===== src/hdl/rgmf_pkg.sv =====
// Shared types and constants for the replay-guarded message filter.
package rgmf_pkg;

    localparam logic [7:0]  MAGIC_VALUE    = 8'hAA;
    localparam logic [15:0] BROADCAST_ADDR = 16'hFFFF;
    localparam logic [2:0]  BEACON_LEN     = 3'd4;

    localparam logic [1:0] ST_OK        = 2'd0;
    localparam logic [1:0] ST_BAD_MAGIC = 2'd1;
    localparam logic [1:0] ST_NOT_MINE  = 2'd2;
    localparam logic [1:0] ST_UNKNOWN   = 2'd3;

    localparam logic [2:0] V_VALID       = 3'd0;
    localparam logic [2:0] V_STALE_RESET = 3'd1;
    localparam logic [2:0] V_STALE_MSG   = 3'd2;
    localparam logic [2:0] V_ADDED       = 3'd3;
    localparam logic [2:0] V_FULL        = 3'd4;

    localparam int          CFG_INDEX_W     = 8;
    localparam int          CFG_DATA_W      = 16;
    localparam logic [7:0]  REG_OWN_ADDRESS = 8'd0;
    localparam logic [7:0]  REG_BEACON_TYPE = 8'd1;

    // Classified header handed from front to back.
    typedef struct packed {
        logic [1:0]  status;
        logic        check;
        logic        beacon;
        logic [15:0] src;
        logic [15:0] rst;
        logic [15:0] msg;
        logic [7:0]  kind;
        logic [31:0] payload;
    } rec_t;

    // One table entry.
    typedef struct packed {
        logic [15:0] src;
        logic [15:0] rst;
        logic [15:0] msg;
    } entry_t;

    typedef struct packed {
        logic [1:0]  status;
        logic        counter_checked;
        logic [2:0]  counter_verdict;
        logic [15:0] sender;
        logic [7:0]  kind;
        logic [2:0]  payload_length;
        logic [31:0] payload_out;
    } result_t;

    typedef enum logic [1:0] {
        S_IDLE,
        S_SEARCH,
        S_EMIT
    } back_state_t;

endpackage


===== src/hdl/replay_guarded_message_filter_top.sv =====
// Top level of the replay-guarded message filter.
// Flow: the front end classifies each header as it is taken into the middle queue; the back
// end pops one, searches the table if it is to be checked, and pushes its result word.
// The back end handles one header at a time, one table read a cycle while it searches,
// and waits in its emit state while the result queue is full.
// Reset (rst_n, async): empties both queues, clears source count and config registers.
module replay_guarded_message_filter_top #(
    parameter int TABLE_ENTRIES = 16
) (
    input  logic                               clk,
    input  logic                               rst_n,
    input  logic                               push,
    output logic                               full,
    input  logic [7:0]                         magic,
    input  logic [15:0]                        source_address,
    input  logic [15:0]                        destination_address,
    input  logic [15:0]                        sender_reset_count,
    input  logic [15:0]                        sender_message_count,
    input  logic [7:0]                         message_type,
    input  logic [31:0]                        payload_word,
    output logic                               empty,
    input  logic                               pop,
    output logic [1:0]                         status,
    output logic                               counter_checked,
    output logic [2:0]                         counter_verdict,
    output logic [15:0]                        sender,
    output logic [7:0]                         kind,
    output logic [2:0]                         payload_length,
    output logic [31:0]                        payload_out,
    input  logic                               cfg_valid,
    output logic                               cfg_ready,
    input  logic [rgmf_pkg::CFG_INDEX_W-1:0]   cfg_index,
    input  logic [rgmf_pkg::CFG_DATA_W-1:0]    cfg_data
);

    import rgmf_pkg::*;

    logic [15:0] own_address_reg;
    logic [7:0]  beacon_type_reg;
    logic        cfg_write;

    logic        mid_push, mid_pop, mid_full, mid_empty;
    rec_t        mid_wr, mid_rd;
    logic        res_push, res_full;
    result_t     res_wr, res_rd;

    assign cfg_ready = 1'b1;
    assign cfg_write = cfg_valid && cfg_ready;

    always_ff @(posedge clk or negedge rst_n)
    begin
        if (!rst_n)
        begin
            own_address_reg <= '0;
            beacon_type_reg <= '0;
        end
        else if (cfg_write)
        begin
            if (cfg_index == REG_OWN_ADDRESS)
            begin
                own_address_reg <= cfg_data;
            end
            else if (cfg_index == REG_BEACON_TYPE)
            begin
                beacon_type_reg <= cfg_data[7:0];
            end
        end
    end

    rgmf_front u_front (
        .push                 (push),
        .full                 (full),
        .magic                (magic),
        .source_address       (source_address),
        .destination_address  (destination_address),
        .sender_reset_count   (sender_reset_count),
        .sender_message_count (sender_message_count),
        .message_type         (message_type),
        .payload_word         (payload_word),
        .own_address          (own_address_reg),
        .beacon_type_code     (beacon_type_reg),
        .q_full               (mid_full),
        .q_push               (mid_push),
        .q_data               (mid_wr)
    );

    rgmf_fifo #(
        .WIDTH ($bits(rec_t)),
        .DEPTH (2)
    ) u_mid_q (
        .clk     (clk),
        .rst_n   (rst_n),
        .push    (mid_push),
        .wr_data (mid_wr),
        .full    (mid_full),
        .pop     (mid_pop),
        .rd_data (mid_rd),
        .empty   (mid_empty)
    );

    rgmf_back #(
        .TABLE_ENTRIES (TABLE_ENTRIES)
    ) u_back (
        .clk      (clk),
        .rst_n    (rst_n),
        .q_empty  (mid_empty),
        .q_data   (mid_rd),
        .q_pop    (mid_pop),
        .res_full (res_full),
        .res_push (res_push),
        .res_data (res_wr)
    );

    rgmf_fifo #(
        .WIDTH ($bits(result_t)),
        .DEPTH (2)
    ) u_res_q (
        .clk     (clk),
        .rst_n   (rst_n),
        .push    (res_push),
        .wr_data (res_wr),
        .full    (res_full),
        .pop     (pop),
        .rd_data (res_rd),
        .empty   (empty)
    );

    assign status          = res_rd.status;
    assign counter_checked = res_rd.counter_checked;
    assign counter_verdict = res_rd.counter_verdict;
    assign sender          = res_rd.sender;
    assign kind            = res_rd.kind;
    assign payload_length  = res_rd.payload_length;
    assign payload_out     = res_rd.payload_out;

endmodule


===== src/hdl/rgmf_ram.sv =====
// Generic single-write, single-read RAM with registered read data.
module rgmf_ram #(
    parameter int WIDTH = 48,
    parameter int DEPTH = 16
) (
    input  logic                                   clk,
    input  logic                                   wr_en,
    input  logic [((DEPTH > 1) ? $clog2(DEPTH) : 1)-1:0] wr_addr,
    input  logic [WIDTH-1:0]                       wr_data,
    input  logic                                   rd_en,
    input  logic [((DEPTH > 1) ? $clog2(DEPTH) : 1)-1:0] rd_addr,
    output logic [WIDTH-1:0]                       rd_data
);

    logic [WIDTH-1:0] mem [DEPTH];

    always_ff @(posedge clk)
    begin
        if (wr_en)
        begin
            mem[wr_addr] <= wr_data;
        end
        if (rd_en)
        begin
            rd_data <= mem[rd_addr];
        end
    end

endmodule


===== src/hdl/rgmf_fifo.sv =====
// Small register queue used between front and back and on the result side.
module rgmf_fifo #(
    parameter int WIDTH = 8,
    parameter int DEPTH = 2
) (
    input  logic             clk,
    input  logic             rst_n,
    input  logic             push,
    input  logic [WIDTH-1:0] wr_data,
    output logic             full,
    input  logic             pop,
    output logic [WIDTH-1:0] rd_data,
    output logic             empty
);

    localparam int AW = $clog2(DEPTH);
    localparam int CW = $clog2(DEPTH + 1);
    localparam logic [CW-1:0] DEPTH_COUNT = CW'(DEPTH);
    localparam logic [AW-1:0] LAST_SLOT   = AW'(DEPTH - 1);

    logic [WIDTH-1:0] slot_reg [DEPTH];
    logic [AW-1:0]    wr_ptr_reg, wr_ptr_next;
    logic [AW-1:0]    rd_ptr_reg, rd_ptr_next;
    logic [CW-1:0]    cnt_reg, cnt_next;
    logic             do_push, do_pop;

    assign full    = (cnt_reg == DEPTH_COUNT);
    assign empty   = (cnt_reg == '0);
    assign do_push = push && !full;
    assign do_pop  = pop && !empty;
    assign rd_data = slot_reg[rd_ptr_reg];

    always_comb
    begin
        wr_ptr_next = wr_ptr_reg;
        rd_ptr_next = rd_ptr_reg;
        cnt_next    = cnt_reg;
        if (do_push)
        begin
            wr_ptr_next = (wr_ptr_reg == LAST_SLOT) ? '0 : wr_ptr_reg + AW'(1);
        end
        if (do_pop)
        begin
            rd_ptr_next = (rd_ptr_reg == LAST_SLOT) ? '0 : rd_ptr_reg + AW'(1);
        end
        if (do_push && !do_pop)
        begin
            cnt_next = cnt_reg + CW'(1);
        end
        else if (do_pop && !do_push)
        begin
            cnt_next = cnt_reg - CW'(1);
        end
    end

    always_ff @(posedge clk or negedge rst_n)
    begin
        if (!rst_n)
        begin
            wr_ptr_reg <= '0;
            rd_ptr_reg <= '0;
            cnt_reg    <= '0;
        end
        else
        begin
            wr_ptr_reg <= wr_ptr_next;
            rd_ptr_reg <= rd_ptr_next;
            cnt_reg    <= cnt_next;
        end
    end

    always_ff @(posedge clk)
    begin
        if (do_push)
        begin
            slot_reg[wr_ptr_reg] <= wr_data;
        end
    end

endmodule


===== src/hdl/rgmf_front.sv =====
// Front end: accepts headers, checks magic, destination and type.
module rgmf_front (
    input  logic               push,
    output logic               full,
    input  logic [7:0]         magic,
    input  logic [15:0]        source_address,
    input  logic [15:0]        destination_address,
    input  logic [15:0]        sender_reset_count,
    input  logic [15:0]        sender_message_count,
    input  logic [7:0]         message_type,
    input  logic [31:0]        payload_word,
    input  logic [15:0]        own_address,
    input  logic [7:0]         beacon_type_code,
    input  logic               q_full,
    output logic               q_push,
    output rgmf_pkg::rec_t     q_data
);

    import rgmf_pkg::*;

    logic bad_magic;
    logic for_me;
    logic is_beacon;

    assign bad_magic = (magic != MAGIC_VALUE);
    assign for_me    = (destination_address == own_address) ||
                       (destination_address == BROADCAST_ADDR);
    assign is_beacon = (message_type == beacon_type_code);

    assign full   = q_full;
    assign q_push = push && !q_full;

    always_comb
    begin
        q_data.src     = source_address;
        q_data.rst     = sender_reset_count;
        q_data.msg     = sender_message_count;
        q_data.kind    = message_type;
        q_data.payload = payload_word;
        q_data.check   = 1'b0;
        q_data.beacon  = 1'b0;
        if (bad_magic)
        begin
            // drop echoes on bad magic
            q_data.status = ST_BAD_MAGIC;
            q_data.src    = '0;
            q_data.kind   = '0;
        end
        else if (!for_me)
        begin
            q_data.status = ST_NOT_MINE;
        end
        else
        begin
            q_data.check  = 1'b1;
            q_data.beacon = is_beacon;
            q_data.status = is_beacon ? ST_OK : ST_UNKNOWN;
        end
    end

endmodule


===== src/hdl/rgmf_back.sv =====
// Back end: scans the per-source counter table and builds each result word.
module rgmf_back #(
    parameter int TABLE_ENTRIES = 16
) (
    input  logic                clk,
    input  logic                rst_n,
    input  logic                q_empty,
    input  rgmf_pkg::rec_t      q_data,
    output logic                q_pop,
    input  logic                res_full,
    output logic                res_push,
    output rgmf_pkg::result_t   res_data
);

    import rgmf_pkg::*;

    localparam int AW = (TABLE_ENTRIES > 1) ? $clog2(TABLE_ENTRIES) : 1;
    localparam int CW = $clog2(TABLE_ENTRIES + 1);
    localparam logic [CW-1:0] FULL_COUNT = CW'(TABLE_ENTRIES);

    back_state_t  state_reg, state_next;
    rec_t         work_reg, work_next;
    logic [CW-1:0] scan_reg, scan_next;
    logic [CW-1:0] count_reg, count_next;
    logic         pend_reg, pend_next;
    logic [AW-1:0] pend_idx_reg, pend_idx_next;
    logic [2:0]   verdict_reg, verdict_next;

    logic         rd_en, wr_en;
    logic [AW-1:0] rd_addr, wr_addr;
    entry_t       rd_data, wr_data;
    logic         hit, issue, search_done;

    rgmf_ram #(
        .WIDTH ($bits(entry_t)),
        .DEPTH (TABLE_ENTRIES)
    ) u_table (
        .clk     (clk),
        .wr_en   (wr_en),
        .wr_addr (wr_addr),
        .wr_data (wr_data),
        .rd_en   (rd_en),
        .rd_addr (rd_addr),
        .rd_data (rd_data)
    );

    // A read issued last cycle is compared now while the next one goes out.
    assign hit         = pend_reg && (rd_data.src == work_reg.src);
    assign issue       = !hit && (scan_reg < count_reg);
    assign search_done = hit || (!issue && !pend_reg);
    assign rd_addr     = scan_reg[AW-1:0];

    always_comb
    begin
        state_next = state_reg;
        case (state_reg)
            S_IDLE:
            begin
                if (!q_empty)
                begin
                    state_next = q_data.check ? S_SEARCH : S_EMIT;
                end
            end
            S_SEARCH:
            begin
                if (search_done)
                begin
                    state_next = S_EMIT;
                end
            end
            S_EMIT:
            begin
                if (!res_full)
                begin
                    state_next = S_IDLE;
                end
            end
            default:
            begin
                state_next = S_IDLE;
            end
        endcase
    end

    always_comb
    begin
        q_pop         = 1'b0;
        res_push      = 1'b0;
        rd_en         = 1'b0;
        wr_en         = 1'b0;
        wr_addr       = pend_idx_reg;
        wr_data.src   = work_reg.src;
        wr_data.rst   = work_reg.rst;
        wr_data.msg   = work_reg.msg;
        work_next     = work_reg;
        scan_next     = scan_reg;
        count_next    = count_reg;
        pend_next     = 1'b0;
        pend_idx_next = pend_idx_reg;
        verdict_next  = verdict_reg;
        case (state_reg)
            S_IDLE:
            begin
                if (!q_empty)
                begin
                    q_pop        = 1'b1;
                    work_next    = q_data;
                    scan_next    = '0;
                    verdict_next = V_VALID;
                end
            end
            S_SEARCH:
            begin
                if (hit)
                begin
                    if (rd_data.rst < work_reg.rst)
                    begin
                        // newer boot: restart the sequence
                        wr_en        = 1'b1;
                        verdict_next = V_VALID;
                    end
                    else if (rd_data.rst != work_reg.rst)
                    begin
                        verdict_next = V_STALE_RESET;
                    end
                    else if (rd_data.msg < work_reg.msg)
                    begin
                        wr_en        = 1'b1;
                        verdict_next = V_VALID;
                    end
                    else
                    begin
                        verdict_next = V_STALE_MSG;
                    end
                end
                else if (issue)
                begin
                    rd_en         = 1'b1;
                    pend_next     = 1'b1;
                    pend_idx_next = scan_reg[AW-1:0];
                    scan_next     = scan_reg + CW'(1);
                end
                else if (!pend_reg)
                begin
                    // source not known: append if there is room
                    if (count_reg < FULL_COUNT)
                    begin
                        wr_en        = 1'b1;
                        wr_addr      = count_reg[AW-1:0];
                        count_next   = count_reg + CW'(1);
                        verdict_next = V_ADDED;
                    end
                    else
                    begin
                        verdict_next = V_FULL;
                    end
                end
            end
            S_EMIT:
            begin
                res_push = !res_full;
            end
            default:
            begin
            end
        endcase
    end

    always_comb
    begin
        res_data.status          = work_reg.status;
        res_data.counter_checked = work_reg.check;
        res_data.counter_verdict = work_reg.check ? verdict_reg : V_VALID;
        res_data.sender          = work_reg.src;
        res_data.kind            = work_reg.kind;
        res_data.payload_length  = work_reg.beacon ? BEACON_LEN : 3'd0;
        res_data.payload_out     = work_reg.beacon ? work_reg.payload : 32'd0;
    end

    always_ff @(posedge clk or negedge rst_n)
    begin
        if (!rst_n)
        begin
            state_reg <= S_IDLE;
            count_reg <= '0;
            pend_reg  <= 1'b0;
        end
        else
        begin
            state_reg <= state_next;
            count_reg <= count_next;
            pend_reg  <= pend_next;
        end
    end

    always_ff @(posedge clk)
    begin
        work_reg     <= work_next;
        scan_reg     <= scan_next;
        pend_idx_reg <= pend_idx_next;
        verdict_reg  <= verdict_next;
    end

`ifndef SYNTHESIS
    a_count_bound: assert property (@(posedge clk) disable iff (!rst_n)
        count_reg <= FULL_COUNT)
        else $error("source count beyond table size");

    a_pend_in_search: assert property (@(posedge clk) disable iff (!rst_n)
        pend_reg |-> state_reg == S_SEARCH)
        else $error("table read outstanding outside search");

    a_count_means_added: assert property (@(posedge clk) disable iff (!rst_n)
        (count_next != count_reg) |=> (verdict_reg == V_ADDED && state_reg == S_EMIT))
        else $error("table grew without an added verdict");

    a_write_in_search: assert property (@(posedge clk) disable iff (!rst_n)
        wr_en |-> (state_reg == S_SEARCH && search_done))
        else $error("table write outside end of search");
`endif

endmodule


===== config.mk =====
export PLATFORM = sky130hd
export DESIGN_NAME = replay_guarded_message_filter_top
export DESIGN_NICKNAME = d
export VERILOG_FILES = /design/src/hdl/rgmf_pkg.sv /design/src/hdl/replay_guarded_message_filter_top.sv /design/src/hdl/rgmf_ram.sv /design/src/hdl/rgmf_fifo.sv /design/src/hdl/rgmf_front.sv /design/src/hdl/rgmf_back.sv
export SDC_FILE = /design/constraint.sdc
export NUM_CORES = 1
export LEC_CHECK = 0
export ABC_AREA = 0
export BUFFER_PORTS_ARGS = -buffer_cell sky130_fd_sc_hd__buf_2
export CAP_MARGIN = 20
export CORE_ASPECT_RATIO = 1.5
export CORE_UTILIZATION = 25
export DETAILED_ROUTE_END_ITERATION = 6
export GPL_TIMING_DRIVEN = 0
export MAX_ROUTING_LAYER = met4
export PLACE_DENSITY_LB_ADDON = 0.2
export SYNTH_ARGS = -nofsm -noshare
export SYNTH_HDL_FRONTEND = slang
export SYNTH_SLANG_ARGS = --single-unit

===== constraint.sdc =====
create_clock -name clk -period 12.4 [get_ports clk]
set_clock_uncertainty 0.15 [all_clocks]
set_input_delay 1.86 -clock clk [delete_from_list [all_inputs] [get_ports clk]]
set_output_delay 1.86 -clock clk [all_outputs]
set_load 0.005 [all_outputs]

==> results by group <==
Outcome
  – Outcome: completed

Die
  – Core Area: 192000 µm²
  – Initial Util: roughly a quarter
  – I/O pin cnt: 209
  – Row count: a little under 200
  – Die W: 361 µm
  – Die area: 195000 µm²
  – Die span in y: ~540 µm

Pwr
  – PwrDens: around 230 nW/µm²
  – Pint: around 9.4 mW
  – Logic pwr share: 24.5%
  – Pwr Total: approximately 13 mW
  – Leakage power: between 15 and 20 nW
  – Clk pwr share: between 20% and 30%
  – Switching share of power: between 20 and 30%
  – Max VDD drop: approximately 0.00015 V
  – NetSw: around 4.0 mW
  – Seq pwr share: just under 50%

Logic synthesis
  – Top post-synthesis cells by area: edfxtp_1 (76%), mux4_2 (11%), mux2_2 (4.1%), dfrtp_1 (2.1%), ha_1 (1.0%)
  – Yosys top cell area share: between 70% and 80%
  – Synth area leader: edfxtp_1
  – Ys Warns: 0
  – Synthesized cell area: 48400 µm²
  – Post-synth cell types: 59
  – Post-synth EDFFs: ~1.2k
  – Avg Cell Area, Syn: ~23 µm²
  – Yosys reg bits: 1270
  – Synth cell count leaders: edfxtp_1 (1230), mux4_2 (240), mux2_2 (178)
  – Most numerous cell in the Yosys netlist: edfxtp_1
  – Register area share after synthesis: ~78%
  – Cell count after synthesis: about 2.1k
  – Post-synth ARST share: under 10%
  – Synth Flop Type: edfxtp_1

Critical path
  – Worst reg2reg path startpoint: u_back.work_reg[66]$_DFFE_PP_
  – Max incr delay on CP: between 0.9 and 1 ns
  – Crit path required time: ~13 ns
  – Critical Path AT: about 5.5 ns
  – CP max-delay cell: a22oi_2
  – Crit path cell chain: inv_1 > ha_1 > nand4_1 > nor4_2 > nand2_1 > nor4_4 > o2111ai_2 > a22oi_2 > buf_16 > buf_8 > buf_8 > buf_8
  – Kind of critical path: flip-flop to flip-flop
  – Worst reg2reg path depth: 12
  – RR Endpoint: u_back.u_table.mem[8][25]$_DFFE_PP_
  – R2r setup slk: around 7.2 ns
  – Crit-path most repeated cell: buf_8
  – Critical Path Start Type: flip-flop
  – Setup crit end kind: flip-flop
  – Worst-path maximum fanout: 17

Placement
  – HPWL after DPL: roughly 84 mm
  – RePlAce Congestion: 0.769
  – Buffers on Ports: 205

Global routing
  – Overall Global Routing Usage: 12.7%
  – First-pass GRT wire length: between 150 and 200 mm
  – Vias in the first global route: between 20k and 25k
  – Overflow after GRT: 0
  – Pin count of the biggest net entering global routing: between 70 and 80
  – Initial antenna violation count: 16

Job
  – Total of max-cap violations: 0

Clock network
  – Clk_lat worst skew: 0.76 ns
  – Postcts setup bufs: 0
  – H-tree levels: 3
  – CTS tree: built
  – Hold-fix buffer count after cts: 0
  – Num CTS Buffers: 117
  – Clk slew on worst S/H paths: ~0.06 ns
  – Clock Path Buffers: 3
  – Clk root buf: clkbuf_16
  – PostCTS Resize Cnt: 0
  – Sinks on the clock net: 1270

Routing
  – Via density: roughly 4.3
  – Met1 WL: 45.6 mm
  – Initial drt markers: between 1k and 1.5k
  – Met2 wire length: between 60 and 70 mm
  – Number of remaining DRC errors: 0
  – First-pass DRT Iterations: 7
  – Overall routed net length: 120 mm
  – WL per Instance: ~23 µm
  – Vias: about 22k
  – Met3 wire len: 5.95 mm
  – Max Used Layer: met4
  – Post-route ant nets: 0

Timing
  – Final setup viols: 0
  – Final hold viol count: 0
  – Tmin final: just over 5 ns
  – Period utilization: 41.7%
  – Fmax: around 190 MHz
  – RSZ-0062 raised after global routing: false
  – Slew Limit Fails: 0
  – Relative slew slack: a little under a quarter
  – Setup_tns: 0 ns
  – Worst Tran Pin Value: around 1.2 ns

Layout
  – Reg area: 37900 µm²
  – Multi-input gate area: around 10000 µm²
  – Layout cells sized above 1: a little over a third
  – Final net count: about 2.8k
  – Fillers: about 18k
  – P&R area growth vs syn: 20.9%
  – Max reg flops: about 770

Worst hold path
  – Min-Delay Path Class: flip-flop to flip-flop
  – Hold Crit Start: u_back.res_data[37]$_DFFE_PP_
  – Hold path depth: 0
  – Hold Path End: u_res_q.slot_reg[0][37]$_DFFE_PP_
## how the worst max path moves through the flow
stage                             startpoint                             endpoint  slack (ns)  cells after the start
2_1_floorplan                           push     u_mid_q.slot_reg[0][0]$_DFFE_PP_        5.93                      2
5_1_grt        u_back.work_reg[67]$_DFFE_PP_  u_back.u_table.mem[8][34]$_DFFE_PP_        6.94                     12
4_1_cts        u_back.work_reg[67]$_DFFE_PP_  u_back.u_table.mem[8][25]$_DFFE_PP_        7.16                     12
3_3_place_gp   u_back.res_data[45]$_DFFE_PP_            u_back.pend_reg$_DFF_PN0_        1.24                      6
6_report       u_back.work_reg[66]$_DFFE_PP_  u_back.u_table.mem[8][25]$_DFFE_PP_        7.23                     12
3_5_place_dp   u_back.work_reg[71]$_DFFE_PP_  u_back.u_table.mem[8][25]$_DFFE_PP_        7.18                     12
## kinds of logic (layout without fill, tap and decap cells)
logic type / count (synthesis) / after routing / synth area share [%]
buffers and inverters: 127 / 665 / 1.07
flip-flops: 1270 / 1270 / 78.4
AO/OA/AOI/OAI: 66 / 66 / 1.06
adder cells (fa/ha/maj): 39 / 39 / 1.01
AND/OR/NAND/NOR: 163 / 163 / 2.06
other: 2 / 18 / 0.0155
XOR/XNOR: 56 / 56 / 1.01
multiplexers: 420 / 420 / 15.4
## power by group through the flow
stage | sequential, mW | combinational, mW | clock [mW]
after floorplan | 6.39 | 2.08 | 0
after global placement | 6.65 | 3.21 | 0
after detailed placement | 6.59 | 3.42 | 0
after CTS | 6.51 | 3.44 | 3.74
after global routing | 6.60 | 3.58 | 3.88
final | 6.50 | 3.28 | 3.62
## per-stage QoR
step                hold slack [ns]  utilization [%]  worst slack, ns  cell area (µm²)  instances
finish                        0.293             30.5             7.23            58500       5184
global route                  0.314             30.5             6.94            58500       5184
CTS                           0.297             30.4             7.16            58400       5167
detailed placement            0.284             28.4             7.18            54500       4947
global placement              0.273             27.4             1.24            52500       4836
floorplan                     0.271                -             5.93            48400       2144
## layer usage
metal	track usage, %	up-vias
met5	-	-
li1	-	9753
met3	2.72	150
met1	13.6	11800
met4	3.33	0
met2	23.4	502
## critical path: cells and delay by family (launching register included)
family,cells,cell delay [ns]
flip-flops,1,0.73
buffers and inverters,5,0.84
adder cells (fa/ha/maj),1,0.31
AND/OR/NAND/NOR,4,1.60
AO/OA/AOI/OAI,2,1.20
## cells in the final DEF (no fill, tap or decap), types with 40 or more instances in the layout
| master | instances |
|---|---|
| dfrtp_1 | 40 |
| clkbuf_1 | 72 |
| buf_8 | 77 |
| buf_2 | 227 |
| clkbuf_16 | 117 |
| and2_1 | 61 |
| mux4_2 | 240 |
| edfxtp_1 | 1230 |
| mux2_2 | 178 |
| inv_1 | 43 |
## cell type report
type | instances | share of cell area, %
antenna | 15 | 0.0642
buffer | 83 | 0.601
clock buffer | 141 | 5.21
clock inverter | 79 | 1.38
inverter | 44 | 0.291
multi-input combinational | 747 | 17.2
sequential | 1270 | 64.9
tap | 2487 | 5.32
timing repair buffer | 318 | 5.08
Power figures use the tool's default switching activity.
